--- src/rtl/core/fvrs_pkg.sv ---
// fvrs_pkg: shared types, constants and state encoding for the filtered value ring sampler.
// No dependencies; every rtl/core file refers to it by scoped names.
package fvrs_pkg;

	// Field widths
	localparam int VALUE_IN_W = 64;
	localparam int VALUE_W    = 32;
	localparam int TICK_W     = 32;
	localparam int SOURCE_W   = 10;
	localparam int RAND_W     = 16;
	localparam int PTRLIM_W   = 31;
	localparam int CFG_IDX_W  = 2;
	localparam int CFG_DATA_W = 32;

	// Stream packing
	localparam int S_TDATA_W  = 192;
	localparam int M_TDATA_W  = VALUE_W;
	localparam int M_TUSER_W  = 2;

	// Parameter defaults
	localparam int RING_DEPTH_DEF  = 16;
	localparam int PROBE_COUNT_DEF = 4;
	localparam int MAX_PROBES      = 4;
	localparam int PROBE_IDX_W     = 2;

	// Divider: bits retired per cycle
	localparam int DIV_STEP_BITS = 4;

	// Register reset values
	localparam logic [TICK_W-1:0]   RECENCY_RESET = 32'd64;
	localparam logic [RAND_W-1:0]   DIVISOR_RESET = 16'd12;
	localparam logic [PTRLIM_W-1:0] PTRLIM_RESET  = 31'h4000_0000;

	// Filter bounds
	localparam logic signed [VALUE_IN_W-1:0] LOW_BOUND  = -64'sd32;
	localparam logic signed [VALUE_IN_W-1:0] FD_FLOOR   = 64'sd2;
	localparam logic signed [VALUE_IN_W-1:0] INT32_TOP  = 64'sd2147483647;
	localparam logic signed [VALUE_IN_W-1:0] MINUS_ONE  = -64'sd1;

	typedef enum logic [CFG_IDX_W-1:0] {
		CFG_RECENCY = 2'd0,
		CFG_DIVISOR = 2'd1,
		CFG_PTRLIM  = 2'd2
	} cfg_idx_t;

	typedef enum logic [3:0] {
		ST_IDLE,
		ST_PUSH_RD,
		ST_PUSH_CMP,
		ST_ROLL,
		ST_ROLL_WAIT,
		ST_PROBE,
		ST_PROBE_WAIT,
		ST_PROBE_CHK,
		ST_OUT
	} state_t;

	typedef struct packed {
		logic [VALUE_W-1:0]  value;
		logic [TICK_W-1:0]   tick;
		logic [SOURCE_W-1:0] source;
		logic                narrow;
	} slot_t;

	typedef struct packed {
		logic              start;
		logic [RAND_W-1:0] dividend;
		logic [RAND_W-1:0] divisor;
	} div_req_t;

	typedef struct packed {
		logic              done;
		logic [RAND_W-1:0] rem;
	} div_rsp_t;

endpackage

--- src/rtl/core/filtered_value_ring_sampler_unit.sv ---
// Filtered value ring sampler: push filter with dedup into a slot ring, random probing get.
// A push runs PUSH_RD, PUSH_CMP, OUT. A get runs ROLL, ROLL_WAIT, then OUT if the roll or an
// empty ring ends it, else PROBE, PROBE_WAIT, PROBE_CHK per slot probe, up to PROBE_COUNT probes.
// A new request is taken once the result is in the output register; OUT waits while it is held.
// The waits come from the shared remainder unit (16-bit remainder) and the slot memory read.
// Reset (arst_n low): ring empty, head 0, registers at defaults; slot memory itself not cleared.
module filtered_value_ring_sampler_unit #(
	parameter int RING_DEPTH  = fvrs_pkg::RING_DEPTH_DEF,
	parameter int PROBE_COUNT = fvrs_pkg::PROBE_COUNT_DEF
) (
	input  logic                                 clk,
	input  logic                                 arst_n,
	// request stream
	input  logic                                 s_tvalid,
	output logic                                 s_tready,
	// [63:0] value_in, [73:64] source_number, [74] narrow_mode, [75] typed_return,
	// [76] fd_registered, [108:77] tick_now, [124:109] inject_random,
	// [140:125] probe_random_a, [156:141] probe_random_b, [172:157] probe_random_c,
	// [188:173] probe_random_d, [191:189] zero
	input  logic [fvrs_pkg::S_TDATA_W-1:0]       s_tdata,
	// [0] op
	input  logic [0:0]                           s_tuser,
	// result stream
	output logic                                 m_tvalid,
	input  logic                                 m_tready,
	// [31:0] value_out
	output logic signed [fvrs_pkg::M_TDATA_W-1:0] m_tdata,
	// [0] captured, [1] found
	output logic [fvrs_pkg::M_TUSER_W-1:0]       m_tuser,
	// configuration write channel
	input  logic                                 cfg_valid,
	output logic                                 cfg_ready,
	input  logic [fvrs_pkg::CFG_IDX_W-1:0]       cfg_index,
	input  logic [fvrs_pkg::CFG_DATA_W-1:0]      cfg_data
);

	localparam int AW  = $clog2(RING_DEPTH);
	localparam int CNW = $clog2(RING_DEPTH + 1);
	localparam int VW  = fvrs_pkg::VALUE_W;
	localparam int TW  = fvrs_pkg::TICK_W;
	localparam int SW  = fvrs_pkg::SOURCE_W;
	localparam int RW  = fvrs_pkg::RAND_W;
	localparam int PIW = fvrs_pkg::PROBE_IDX_W;

	// request field offsets within s_tdata
	localparam int OFS_SRC  = fvrs_pkg::VALUE_IN_W;
	localparam int OFS_NAR  = OFS_SRC + SW;
	localparam int OFS_TYP  = OFS_NAR + 1;
	localparam int OFS_FD   = OFS_TYP + 1;
	localparam int OFS_TICK = OFS_FD + 1;
	localparam int OFS_INJ  = OFS_TICK + TW;
	localparam int OFS_PRB  = OFS_INJ + RW;

	// ---------------------------------------------------------------
	// Configuration registers: written by the user only while idle, which the block does not enforce; always ready
	// ---------------------------------------------------------------
	logic [TW-1:0]                    recency_q;
	logic [RW-1:0]                    divisor_q;
	logic [fvrs_pkg::PTRLIM_W-1:0]    ptrlim_q;

	assign cfg_ready = 1'b1;

	always_ff @(posedge clk or negedge arst_n) begin
		if (!arst_n) begin
			recency_q <= fvrs_pkg::RECENCY_RESET;
			divisor_q <= fvrs_pkg::DIVISOR_RESET;
			ptrlim_q  <= fvrs_pkg::PTRLIM_RESET;
		end else if (cfg_valid && cfg_ready) begin
			case (cfg_index)
				fvrs_pkg::CFG_RECENCY: recency_q <= cfg_data[TW-1:0];
				fvrs_pkg::CFG_DIVISOR: divisor_q <= cfg_data[RW-1:0];
				fvrs_pkg::CFG_PTRLIM:  ptrlim_q  <= cfg_data[fvrs_pkg::PTRLIM_W-1:0];
				default: ;
			endcase
		end
	end

	// ---------------------------------------------------------------
	// Request capture
	// ---------------------------------------------------------------
	logic signed [fvrs_pkg::VALUE_IN_W-1:0] value_q;
	logic [SW-1:0]                          src_q;
	logic                                   narrow_q;
	logic                                   typed_q;
	logic                                   fdreg_q;
	logic [TW-1:0]                          tick_q;
	logic [RW-1:0]                          inj_q;
	logic [RW-1:0]                          probe_q [fvrs_pkg::MAX_PROBES];

	logic s_acc;
	assign s_acc = s_tvalid && s_tready;

	always_ff @(posedge clk) begin
		if (s_acc) begin
			value_q  <= s_tdata[fvrs_pkg::VALUE_IN_W-1:0];
			src_q    <= s_tdata[OFS_SRC +: SW];
			narrow_q <= s_tdata[OFS_NAR];
			typed_q  <= s_tdata[OFS_TYP];
			fdreg_q  <= s_tdata[OFS_FD];
			tick_q   <= s_tdata[OFS_TICK +: TW];
			inj_q    <= s_tdata[OFS_INJ +: RW];
			for (int p = 0; p < fvrs_pkg::MAX_PROBES; p++) begin
				probe_q[p] <= s_tdata[OFS_PRB + p*RW +: RW];
			end
		end
	end

	// ---------------------------------------------------------------
	// Ring pointers. Slots are written strictly in order and never
	// invalidated, so slot i is valid exactly when i < populated.
	// ---------------------------------------------------------------
	logic [AW-1:0]  head_q;
	logic           full_q;
	logic [CNW-1:0] populated;
	logic [AW-1:0]  prev_idx;

	assign populated = full_q ? CNW'(RING_DEPTH) : CNW'(head_q);
	assign prev_idx  = (head_q == '0) ? AW'(RING_DEPTH - 1) : head_q - 1'b1;

	// ---------------------------------------------------------------
	// Push filter, from the captured request
	// ---------------------------------------------------------------
	logic filt_ok;
	logic [VW-1:0] w32;

	assign w32 = value_q[VW-1:0];

	always_comb begin
		filt_ok = 1'b1;
		if (typed_q) filt_ok = 1'b0;
		if (value_q == fvrs_pkg::MINUS_ONE) filt_ok = 1'b0;
		if (value_q < fvrs_pkg::LOW_BOUND) filt_ok = 1'b0;
		if (value_q > fvrs_pkg::INT32_TOP) filt_ok = 1'b0;
		// positive above the pointer limit
		if (value_q > $signed({33'b0, ptrlim_q})) filt_ok = 1'b0;
		// registered descriptor
		if (fdreg_q && (value_q > fvrs_pkg::FD_FLOOR)) filt_ok = 1'b0;
	end

	// ---------------------------------------------------------------
	// Slot memory and remainder unit
	// ---------------------------------------------------------------
	logic               mem_we;
	logic               mem_re;
	logic [AW-1:0]      mem_raddr;
	fvrs_pkg::slot_t    mem_wdata;
	fvrs_pkg::slot_t    mem_rdata;
	fvrs_pkg::div_req_t div_req;
	fvrs_pkg::div_rsp_t div_rsp;

	assign mem_wdata.value  = w32;
	assign mem_wdata.tick   = tick_q;
	assign mem_wdata.source = src_q;
	assign mem_wdata.narrow = narrow_q;

	fvrs_slot_mem #(
		.DEPTH (RING_DEPTH)
	) u_mem (
		.clk   (clk),
		.we    (mem_we),
		.waddr (head_q),
		.wdata (mem_wdata),
		.re    (mem_re),
		.raddr (mem_raddr),
		.rdata (mem_rdata)
	);

	fvrs_mod_unit u_mod (
		.clk    (clk),
		.arst_n (arst_n),
		.req    (div_req),
		.rsp    (div_rsp)
	);

	// ---------------------------------------------------------------
	// Sequencer. One request at a time; the memory write of a push
	// lands before the next request is taken, so reads never overlap
	// a pending write to the same slot.
	// ---------------------------------------------------------------
	fvrs_pkg::state_t st_q, st_nxt;
	logic [PIW-1:0]   k_q;
	logic             k_clr, k_inc;
	logic             res_ld;
	logic             res_cap, res_found;
	logic [VW-1:0]    res_val;
	logic             cap_q, found_q;
	logic [VW-1:0]    val_q;
	logic             push_commit;
	logic             dup;
	logic [TW-1:0]    age;
	logic             out_free;

	assign out_free = !m_tvalid || m_tready;
	assign dup = (populated != '0) && (mem_rdata.value == w32) &&
		(mem_rdata.source == src_q) && (mem_rdata.narrow == narrow_q);
	assign age = tick_q - mem_rdata.tick;

	always_ff @(posedge clk or negedge arst_n) begin
		if (!arst_n) begin
			st_q <= fvrs_pkg::ST_IDLE;
		end else begin
			st_q <= st_nxt;
		end
	end

	always_comb begin
		st_nxt           = st_q;
		s_tready         = 1'b0;
		mem_we           = 1'b0;
		mem_re           = 1'b0;
		mem_raddr        = prev_idx;
		div_req.start    = 1'b0;
		div_req.dividend = probe_q[k_q];
		div_req.divisor  = RW'(populated);
		k_clr            = 1'b0;
		k_inc            = 1'b0;
		res_ld           = 1'b0;
		res_cap          = 1'b0;
		res_found        = 1'b0;
		res_val          = '0;
		push_commit      = 1'b0;
		case (st_q)
			fvrs_pkg::ST_IDLE: begin
				s_tready = 1'b1;
				if (s_tvalid) begin
					st_nxt = s_tuser[0] ? fvrs_pkg::ST_ROLL : fvrs_pkg::ST_PUSH_RD;
				end
			end
			fvrs_pkg::ST_PUSH_RD: begin
				mem_re = 1'b1;
				st_nxt = fvrs_pkg::ST_PUSH_CMP;
			end
			fvrs_pkg::ST_PUSH_CMP: begin
				push_commit = filt_ok && !dup;
				mem_we      = push_commit;
				res_ld      = 1'b1;
				res_cap     = push_commit;
				st_nxt      = fvrs_pkg::ST_OUT;
			end
			fvrs_pkg::ST_ROLL: begin
				div_req.start    = 1'b1;
				div_req.dividend = inj_q;
				div_req.divisor  = (divisor_q == '0) ? RW'(1) : divisor_q;
				k_clr            = 1'b1;
				st_nxt           = fvrs_pkg::ST_ROLL_WAIT;
			end
			fvrs_pkg::ST_ROLL_WAIT: begin
				if (div_rsp.done) begin
					if ((div_rsp.rem != '0) || (populated == '0)) begin
						res_ld = 1'b1;
						st_nxt = fvrs_pkg::ST_OUT;
					end else begin
						st_nxt = fvrs_pkg::ST_PROBE;
					end
				end
			end
			fvrs_pkg::ST_PROBE: begin
				div_req.start = 1'b1;
				st_nxt        = fvrs_pkg::ST_PROBE_WAIT;
			end
			fvrs_pkg::ST_PROBE_WAIT: begin
				mem_raddr = div_rsp.rem[AW-1:0];
				if (div_rsp.done) begin
					mem_re = 1'b1;
					st_nxt = fvrs_pkg::ST_PROBE_CHK;
				end
			end
			fvrs_pkg::ST_PROBE_CHK: begin
				if (age <= recency_q) begin
					res_ld    = 1'b1;
					res_found = 1'b1;
					res_val   = mem_rdata.value;
					st_nxt    = fvrs_pkg::ST_OUT;
				end else if (k_q == PIW'(PROBE_COUNT - 1)) begin
					res_ld = 1'b1;
					st_nxt = fvrs_pkg::ST_OUT;
				end else begin
					k_inc  = 1'b1;
					st_nxt = fvrs_pkg::ST_PROBE;
				end
			end
			fvrs_pkg::ST_OUT: begin
				if (out_free) begin
					st_nxt = fvrs_pkg::ST_IDLE;
				end
			end
			default: begin
				st_nxt = fvrs_pkg::ST_IDLE;
			end
		endcase
	end

	// probe counter and ring pointers
	always_ff @(posedge clk or negedge arst_n) begin
		if (!arst_n) begin
			k_q    <= '0;
			head_q <= '0;
			full_q <= 1'b0;
		end else begin
			if (k_clr) begin
				k_q <= '0;
			end else if (k_inc) begin
				k_q <= k_q + 1'b1;
			end
			if (push_commit) begin
				if (head_q == AW'(RING_DEPTH - 1)) begin
					head_q <= '0;
					full_q <= 1'b1;
				end else begin
					head_q <= head_q + 1'b1;
				end
			end
		end
	end

	// result held until the output register frees up
	always_ff @(posedge clk) begin
		if (res_ld) begin
			cap_q   <= res_cap;
			found_q <= res_found;
			val_q   <= res_val;
		end
	end

	// ---------------------------------------------------------------
	// Output register: lets the next request in while this one waits
	// ---------------------------------------------------------------
	logic             m_valid_q;
	logic             m_cap_q, m_found_q;
	logic [VW-1:0]    m_val_q;

	always_ff @(posedge clk or negedge arst_n) begin
		if (!arst_n) begin
			m_valid_q <= 1'b0;
		end else if ((st_q == fvrs_pkg::ST_OUT) && out_free) begin
			m_valid_q <= 1'b1;
		end else if (m_tready) begin
			m_valid_q <= 1'b0;
		end
	end

	always_ff @(posedge clk) begin
		if ((st_q == fvrs_pkg::ST_OUT) && out_free) begin
			m_cap_q   <= cap_q;
			m_found_q <= found_q;
			m_val_q   <= val_q;
		end
	end

	assign m_tvalid   = m_valid_q;
	assign m_tdata    = $signed(m_val_q);
	assign m_tuser[0] = m_cap_q;
	assign m_tuser[1] = m_found_q;

	// ---------------------------------------------------------------
	// Checks
	// ---------------------------------------------------------------
	a_cap_found_excl: assert property (@(posedge clk) disable iff (!arst_n)
		m_tvalid |-> !(m_tuser[0] && m_tuser[1]))
		else $error("captured and found both set");

	a_value_zero: assert property (@(posedge clk) disable iff (!arst_n)
		m_tvalid && !m_tuser[1] |-> m_tdata == '0)
		else $error("value nonzero without found");

	a_head_moves_on_push: assert property (@(posedge clk) disable iff (!arst_n)
		!$stable(head_q) |-> $past(push_commit))
		else $error("head moved without a capture");

	a_full_sticky: assert property (@(posedge clk) disable iff (!arst_n)
		!$fell(full_q))
		else $error("ring full flag dropped");

	a_probe_in_range: assert property (@(posedge clk) disable iff (!arst_n)
		(st_q == fvrs_pkg::ST_PROBE_WAIT) && div_rsp.done |->
			div_rsp.rem < RW'(populated))
		else $error("probe index beyond populated slots");

endmodule

--- src/rtl/core/fvrs_slot_mem.sv ---
// fvrs_slot_mem: slot storage, one write port and one read port, registered read data.
// Depends on fvrs_pkg (slot_t).
module fvrs_slot_mem #(
	parameter int DEPTH = fvrs_pkg::RING_DEPTH_DEF,
	localparam int AW = $clog2(DEPTH)
) (
	input  logic                 clk,
	input  logic                 we,
	input  logic [AW-1:0]        waddr,
	input  fvrs_pkg::slot_t      wdata,
	input  logic                 re,
	input  logic [AW-1:0]        raddr,
	output fvrs_pkg::slot_t      rdata
);

	fvrs_pkg::slot_t mem [DEPTH];
	fvrs_pkg::slot_t rdata_q;

	always_ff @(posedge clk) begin
		if (we) begin
			mem[waddr] <= wdata;
		end
	end

	always_ff @(posedge clk) begin
		if (re) begin
			rdata_q <= mem[raddr];
		end
	end

	assign rdata = rdata_q;

endmodule

--- src/rtl/core/fvrs_mod_unit.sv ---
// fvrs_mod_unit: iterative restoring remainder, DIV_STEP_BITS dividend bits per cycle.
// Depends on fvrs_pkg (div_req_t, div_rsp_t). Divisor must be nonzero.
module fvrs_mod_unit (
	input  logic               clk,
	input  logic               arst_n,
	input  fvrs_pkg::div_req_t req,
	output fvrs_pkg::div_rsp_t rsp
);

	localparam int W     = fvrs_pkg::RAND_W;
	localparam int SB    = fvrs_pkg::DIV_STEP_BITS;
	localparam int STEPS = W / SB;
	localparam int CW    = (STEPS > 1) ? $clog2(STEPS) : 1;

	logic [W-1:0]  rem_q;
	logic [W-1:0]  dvd_q;
	logic [W-1:0]  div_q;
	logic [CW-1:0] cnt_q;
	logic          busy_q;
	logic          done_q;
	logic [W-1:0]  rem_nxt;
	logic [W-1:0]  dvd_nxt;
	logic [W:0]    trial;

	always_comb begin
		rem_nxt = rem_q;
		dvd_nxt = dvd_q;
		trial   = '0;
		for (int j = 0; j < SB; j++) begin
			trial   = {rem_nxt, dvd_nxt[W-1]};
			dvd_nxt = {dvd_nxt[W-2:0], 1'b0};
			if (trial >= {1'b0, div_q}) begin
				trial = trial - {1'b0, div_q};
			end
			rem_nxt = trial[W-1:0];
		end
	end

	always_ff @(posedge clk or negedge arst_n) begin
		if (!arst_n) begin
			busy_q <= 1'b0;
			done_q <= 1'b0;
			cnt_q  <= '0;
		end else if (req.start) begin
			busy_q <= 1'b1;
			done_q <= 1'b0;
			cnt_q  <= '0;
		end else if (busy_q) begin
			cnt_q <= cnt_q + 1'b1;
			if (cnt_q == CW'(STEPS - 1)) begin
				busy_q <= 1'b0;
				done_q <= 1'b1;
			end
		end else begin
			done_q <= 1'b0;
		end
	end

	always_ff @(posedge clk) begin
		if (req.start) begin
			rem_q <= '0;
			dvd_q <= req.dividend;
			div_q <= req.divisor;
		end else if (busy_q) begin
			rem_q <= rem_nxt;
			dvd_q <= dvd_nxt;
		end
	end

	assign rsp.done = done_q;
	assign rsp.rem  = rem_q;

	// remainder is always reduced below the divisor
	a_rem_reduced: assert property (@(posedge clk) disable iff (!arst_n)
		done_q && (div_q != '0) |-> rem_q < div_q)
		else $error("remainder not below divisor");

endmodule
--- config.mk ---
export PLATFORM = sky130hd
export DESIGN_NAME = filtered_value_ring_sampler_unit
export DESIGN_NICKNAME = d
export VERILOG_FILES = /design/src/rtl/core/fvrs_pkg.sv /design/src/rtl/core/filtered_value_ring_sampler_unit.sv /design/src/rtl/core/fvrs_slot_mem.sv /design/src/rtl/core/fvrs_mod_unit.sv
export SDC_FILE = /design/constraint.sdc
export NUM_CORES = 2
export LEC_CHECK = 0
export BUFFER_PORTS_ARGS = -buffer_cell sky130_fd_sc_hd__buf_4
export CORE_ASPECT_RATIO = 0.7
export CORE_UTILIZATION = 62
export CTS_CLUSTER_SIZE = 20
export DETAILED_ROUTE_END_ITERATION = 12
export HOLD_SLACK_MARGIN = 0.15
export PLACE_DENSITY_LB_ADDON = 0.25
export SLEW_MARGIN = 20
export SYNTH_ARGS = -nofsm -noshare
export SYNTH_HDL_FRONTEND = slang
export SYNTH_SLANG_ARGS = --single-unit
--- constraint.sdc ---
create_clock -name clk -period 13 [get_ports clk]
set_input_delay 1.3 -clock clk [delete_from_list [all_inputs] [get_ports clk]]
set_output_delay 1.3 -clock clk [all_outputs]
set_load 0.1 [all_outputs]
# --- After elaboration in Yosys (flattened, before gate mapping) ---
# Memory sizes are Yosys's and may differ from the RTL's. A register that Yosys moved wholly into a read port is not among the register bits.
# Cells that the tools add are included.
totals:
  reg_bits: 336
  ram_bits: 1264
  output_inout_bits: 37
  wordCells: 158
  n_memories: 2
mem_list:
  columns: ["memory", "depth", "word_bits", "read_ports", "rd_clocked_by_memory_dff", "wr", "line_no", "rtl"]
  rows:
  - ["u_mem.mem", 16, 75, 1, 1, 1, "fvrs_slot_mem.sv:16", "fvrs_pkg::slot_t mem [DEPTH];"]
  - ["probe_q", 4, 16, 1, 0, 4, "filtered_value_ring_sampler_unit.sv:88", "logic [RW-1:0] probe_q [fvrs_pkg::MAX_PROBES];"]
op_classes:
  addsub: 9
  magnitude_cmp: 9
  eq_ne: 22
  muxes: 58
  bitwise: 1
  n_reduce_logical: 29
op_table:
  columns: ["operator", "count"]
  rows:
  - ["$mux 16", 7]
  - ["$ge 17x16->1", 4]
  - ["$eq 64x1->1 const B", 1]
  - ["$gt 64x3->1 const B", 1]
  - ["$gt 64x32->1", 1]
  - ["$gt 64x32->1 const B", 1]
  - ["$lt 64x6->1 const B", 1]
  - ["$sub 16x16->16", 4]
  - ["$mux 4", 10]
  - ["$pmux 4 s9", 1]
  - ["$eq 32x32->1", 1]
  - ["$le 32x32->1", 1]
  - ["$mux 32", 1]
  - ["$sub 32x32->32", 1]
  - ["$mux 1", 31]
  - ["$eq 4x3->1 const B", 4]
  - ["$logic_not 16->1", 1]
  - ["$reduce_bool 16->1", 1]
  - ["$eq 10x10->1", 1]
  - ["$mux 2", 5]
  - ["$reduce_and 2->1", 5]
  - ["$eq 4x2->1 const B", 2]
  - ["$eq 4x4->1 const B", 2]
  - ["$logic_not 4->1", 2]
  - ["other kinds (23)", 39]

# --- Logic depth before layout (Yosys ltp) ---
logic_depth:
  word_depth: 10
  ltp_mapped: 49

# --- By module ---
# From an unflattened synthesis, not the netlist that was laid out.
unflattened:
  cells_unflattened: 3896
  hier_area_um2: 69417.8
modules_own_cells:
  columns: ["module", "n_inst", "cells_each", "area_per_inst_um2", "seq_area_each_um2"]
  rows:
  - ["fvrs_slot_mem", 1, 1926, 47070.1, 38286.7]
  - ["filtered_value_ring_sampler_unit", 1, 1336, 16773.6, 9999.6]
  - ["fvrs_mod_unit", 1, 634, 5574.1, 1381.3]

# --- Worst setup path before layout ---
# OpenSTA, ideal clock, no wires.
synth_timing:
  path_type: "register -> register"
  start: "register u_mod.div_q[1]"
  end: "register u_mod.rem_q[10]"
  setup_ns: 0.137
  t_arrival_ns: 8.955
  required_time_ns: 12.863
  path_slack_ns: 3.907
  stages_incl_launch_ff: 49
  path_buffers: 6
  cell_sequence: "edfxtp_1 > inv_1 > ha_1 > nor2b_1 > o21bai_4 > a211oi_4 > nor2_1 > a31oi_4 > buf_6 > buf_2 > nand2_1 > o21ai_0 > inv_1 > ha_1 > nor2b_1 > o31a_1 > o211a_1 > o22ai_1 > (+13 left out) > o311a_1 > nand2_1 > buf_4 > mux2i_1 > ha_1 > nor2b_1 > o21ai_0 > a21boi_0 > o21ai_0 > a211oi_1 > nor2b_1 > o21ai_0 > a211o_1 > a211oi_2 > buf_6 > buf_12 > mux2i_1 > a211oi_1"
synth_between:
  elab_chain_cells: 8
  word_cells_on_any_way: 12
  cone_classes: "4 x add/sub; 4 x order compare; 4 x mux"
synth_lines:
  columns: ["item", "line_no", "rtl"]
  rows:
  - ["from (decl)", "fvrs_mod_unit.sv:17", "logic [W-1:0] div_q;"]
  - ["from (signal assigned)", "fvrs_mod_unit.sv:63", "div_q <= req.divisor;"]
  - ["$sub 16x16->16 / $ge 17x16->1 (equally long branches)", "fvrs_mod_unit.sv:33, fvrs_mod_unit.sv:32", null]
  - ["$mux 16", "fvrs_mod_unit.sv:32", "if (trial >= {1'b0, div_q}) begin"]
  - ["$sub 16x16->16 / $ge 17x16->1 (equally long branches)", "fvrs_mod_unit.sv:33, fvrs_mod_unit.sv:32", null]
  - ["$mux 16", "fvrs_mod_unit.sv:32", null]
  - ["$sub 16x16->16 / $ge 17x16->1 (equally long branches)", "fvrs_mod_unit.sv:33, fvrs_mod_unit.sv:32", null]
  - ["$mux 16", "fvrs_mod_unit.sv:32", null]
  - ["$sub 16x16->16 / $ge 17x16->1 (equally long branches)", "fvrs_mod_unit.sv:33, fvrs_mod_unit.sv:32", null]
  - ["$mux 16 *", "fvrs_mod_unit.sv:32", null]
  - ["to (signal assigned)", "fvrs_mod_unit.sv:65", "rem_q <= rem_nxt;"]
  - ["to (decl)", "fvrs_mod_unit.sv:15", "logic [W-1:0] rem_q;"]
# Mark *: on every way between the ends. The rest lies on a longest branch, timed or not.
# A chain may end at the register's enable or synchronous reset.

# --- Worst setup path in the final report ---
layout_timing:
  start: "register u_mod.div_q[1]"
  end: "register u_mod.rem_q[0]"
layout_between:
  elab_chain_cells: 8
  word_cells_on_any_way: 11
  cone_classes: "3 x add/sub; 4 x order compare; 4 x mux"
layout_lines:
  columns: ["item", "line_no"]
  rows:
  - ["$sub 16x16->16 / $ge 17x16->1 (equally long branches)", "fvrs_mod_unit.sv:33, fvrs_mod_unit.sv:32"]
  - ["$mux 16", "fvrs_mod_unit.sv:32"]
  - ["$sub 16x16->16 / $ge 17x16->1 (equally long branches)", "fvrs_mod_unit.sv:33, fvrs_mod_unit.sv:32"]
  - ["$mux 16", "fvrs_mod_unit.sv:32"]
  - ["$sub 16x16->16 / $ge 17x16->1 (equally long branches)", "fvrs_mod_unit.sv:33, fvrs_mod_unit.sv:32"]
  - ["$mux 16", "fvrs_mod_unit.sv:32"]
  - ["$ge 17x16->1 *", "fvrs_mod_unit.sv:32"]
  - ["$mux 16 *", "fvrs_mod_unit.sv:32"]
# Marks and branches as above.

==> metrics.md <==
| Metric | Value |
|---|---|
| Status | finished, final reports clean |
| Startpoint types | register |
| Worst vdd ir | 0.168 mV |
| Synthesized flop and latch total | 1675 |
| R2r endpoint | u_mod.rem_q[0] |
| Ys Warns | 0 |
| Final net count | 4704 |
| CP max stage cell | a211oi_4 |
| Setup_tns | 0 ns |
| Buffers on Ports | 264 |
| Tmin final | 11.81 ns |
| Main synth FF type | edfxtp_1 |
| Largest net degree at the start of global routing | 151 |
| Final worst slack | 1.19 ns |
| Maximum fanout along the worst path | 20 |
| Total wire length | 170 mm |
| CP Class | register to register |
| Most common cell after layout, fill and taps aside | edfxtp_1 |
| Synth-to-Final Area Change | 12.7% |
| H-tree Lvls | 4 |
| Syn Nets | 4370 |
| Fin cells | 5883 |
| Pwr dens | 134 mW/mm^2 |
| Fmax | 84.7 MHz |
| Cells after DPL | 5605 |
| First-pass iteration count of the detailed router | 5 |
| Drt first-iter violations | 5261 |
| CP max stage delay | 0.72 ns |
| DR vias | 38527 |
| Clock sinks | 1675 |
| Vias in the first global route | 37804 |
| Max Cap Viol | 0 |
| RSZ-0062 raised after global routing | no |
| Final clock skew | 0.0374 ns |
| Fill cells | 6834 |
| Hold-fix buffers, CTS | 0 |
| Row count | 102 |
| Hold path start | val_q[22] |
| Vias/cell | 6.55 |
| Worst R2R Start | u_mod.div_q[1] |
| Clock buffer depth | 3 |
| Synthesized area | 0.0695 mm^2 |
| Core area | 0.111 mm^2 |
| WP data required | 13.73 ns |
| Resized cells post-CTS | 0 |
| Asr flop ratio synth | 5.67% |
| Hold path cells | 0 |
| Setup-failing EPs final | 0 |
| Initial Util | 62.7% |
| Overall routing resource usage | 30.4% |
| I/O Pins | 269 |
| Antenna diodes | 0 |
| Critical Path End Type | register |
| Leak pwr | 27.4 nW |
| Hold/Removal Path Class | register to register |
| Crit-path most repeated cell | o21ai_0 |
| Measured slew at the worst slew-check pin | 1.18 ns |
| Register-to-Register Path Depth | 40 |
| First-pass GRT wire length | 249 mm |
| Clock root buffer | clkbuf_16 |
| Commonest cells after routing, fill and taps aside | edfxtp_1, buf_4, mux4_2 |
| Final period utilization | 90.8% |
| Routed Antenna Nets | 0 |
| Area taken by multi-input logic gates | 0.0188 mm^2 |
| Hold Fails Final Rpt | 0 |
| CTS tree | built |
| Crit path arrival time | 12.53 ns |
| Post-place setup slack | 1.64 ns |
| Hold WS | 0.419 ns |
| EDFF count, synth | 1564 |
| Pins over their slew limit | 0 |
| Syn Area/Cell | 17.5 um^2 |
| Hold Path Sink | m_tdata[22] |
| Clk_lat worst skew | 0.80 ns |
| Placer Congestion | 0.900 |
| Unique masters post-synth | 76 |
| Post CTS Setup Buffer Count | 0 |
| Inserted Clock Buffers | 151 |
| Initial antenna violation count | 4 |
| Die height | 282 um |
| Post-DR wirelength/cell | 28.9 um |
| Cells after Synth | 3968 |
| Die outline width | 402 um |
| DIE AREA | 0.113 mm^2 |
| Layout cell share with drive strength beyond 1 | 22.7% |
| Post-DP HPWL | 99.7 mm |
| Seq/Total Area, Yosys | 71.4% |
| Grt total ovfl | 0 |
| R2R Setup Slk | 1.19 ns |
| Rel. slew slack | 21.3% |
| Register area | 0.0497 mm^2 |
| Reg clk slew, reported paths | 0.07 ns |
| Residual DRC | 0 |
-- cells in the mapped netlist, types with 78 or more instances --
library cell | instances | share of area [%]
edfxtp_1 | 1564 | 68
mux4_2 | 316 | 10
nand2_1 | 279 | 1.5
ha_1 | 165 | 3.0
inv_1 | 158 | 0.85
and2_1 | 108 | 0.97
o21ai_0 | 106 | 0.76
clkbuf_1 | 100 | 0.54
a21oi_1 | 95 | 0.68
a31oi_1 | 94 | 0.85
a211oi_1 | 92 | 0.99
dfrtp_1 | 91 | 3.3
nor2_1 | 91 | 0.49
xnor2_1 | 78 | 0.98
-- stage by stage --
stage	instance area (um^2)	util [%]	total power, mW
floorplan	69500	-	6.10
global placement	73500	66.3	6.21
detailed placement	73500	66.3	6.22
CTS	78300	70.6	10.5
global route	78300	70.6	10.8
finish	78300	70.6	10.5
-- cell families (layout without fill, tap and decap cells) --
group / Yosys count / after routing / share of synthesized area, %
DFF: 1675 / 1675 / 71.4
and+or+nand+nor: 725 / 725 / 5.16
buffers and inverters: 324 / 783 / 1.88
xor gates and xnor gates: 121 / 121 / 1.52
other: 1 / 1 / 0.00539
AOI/OAI and AO/OA: 535 / 535 / 5.04
adders and majority gates: 170 / 170 / 3.11
muxes: 417 / 417 / 11.8
-- worst max path at each step --
stage	depth (start not counted)	to	slack [ns]	from
2_1_floorplan	48	u_mod.rem_q[10]	3.91	u_mod.div_q[1]
3_3_place_gp	39	u_mod.rem_q[0]	1.70	u_mod.div_q[1]
3_5_place_dp	40	u_mod.rem_q[0]	1.64	u_mod.div_q[1]
4_1_cts	39	u_mod.rem_q[0]	1.51	u_mod.div_q[1]
5_1_grt	42	u_mod.rem_q[0]	0.37	u_mod.div_q[1]
6_report	40	u_mod.rem_q[0]	1.19	u_mod.div_q[1]
-- critical path: cells and delay by family, from the launching register on --
kind	cells	cell delay [ns]
muxes	4	1.57
AOI/OAI and AO/OA	23	6.42
and+or+nand+nor	6	1.10
buffers and inverters	3	0.76
DFF	1	0.44
adders and majority gates	4	1.41
-- metal layers --
| metal | track usage [%] | up-vias | part of all wire, % |
|---|---|---|---|
| met5 | 0 | - | 0.016 |
| met4 | 8.45 | 4 | 2.3 |
| met3 | 6.81 | 256 | 11 |
| met2 | 46.4 | 2201 | 46 |
| met1 | 44.7 | 19690 | 41 |
| li1 | - | 16376 | - |
-- area by class of cell --
class,count,area share (%)
Clock buffer,196,5.13
Clock inverter,82,1.05
Inverter,159,0.762
Multi-Input combinational cell,1969,23.9
Sequential cell,1675,63.4
Tap cell,1456,2.33
Timing Repair Buffer,346,3.38
-- power by group --
group          switching (mW)  internal, mW  total, mW
combinational           0.107         0.110      0.217
clock                    2.02          2.36       4.38
sequential             0.0275          5.86       5.89
total                    2.15          8.33       10.5
-- sequential cells by signal, summed over array words and instances (netlist names), 4 cells and up --
signal	cells
u_mem.mem	1200
u_mem.rdata	75
probe_q	64
value_q	64
m_tdata	32
recency_q	32
tick_q	32
val_q	32
ptrlim_q	31
divisor_q	16
inj_q	16
u_mod.div_q	16
u_mod.dvd_q	16
u_mod.rem_q	16
src_q	10
head_q	4
st_q	4
Power figures use the tool's default switching activity.
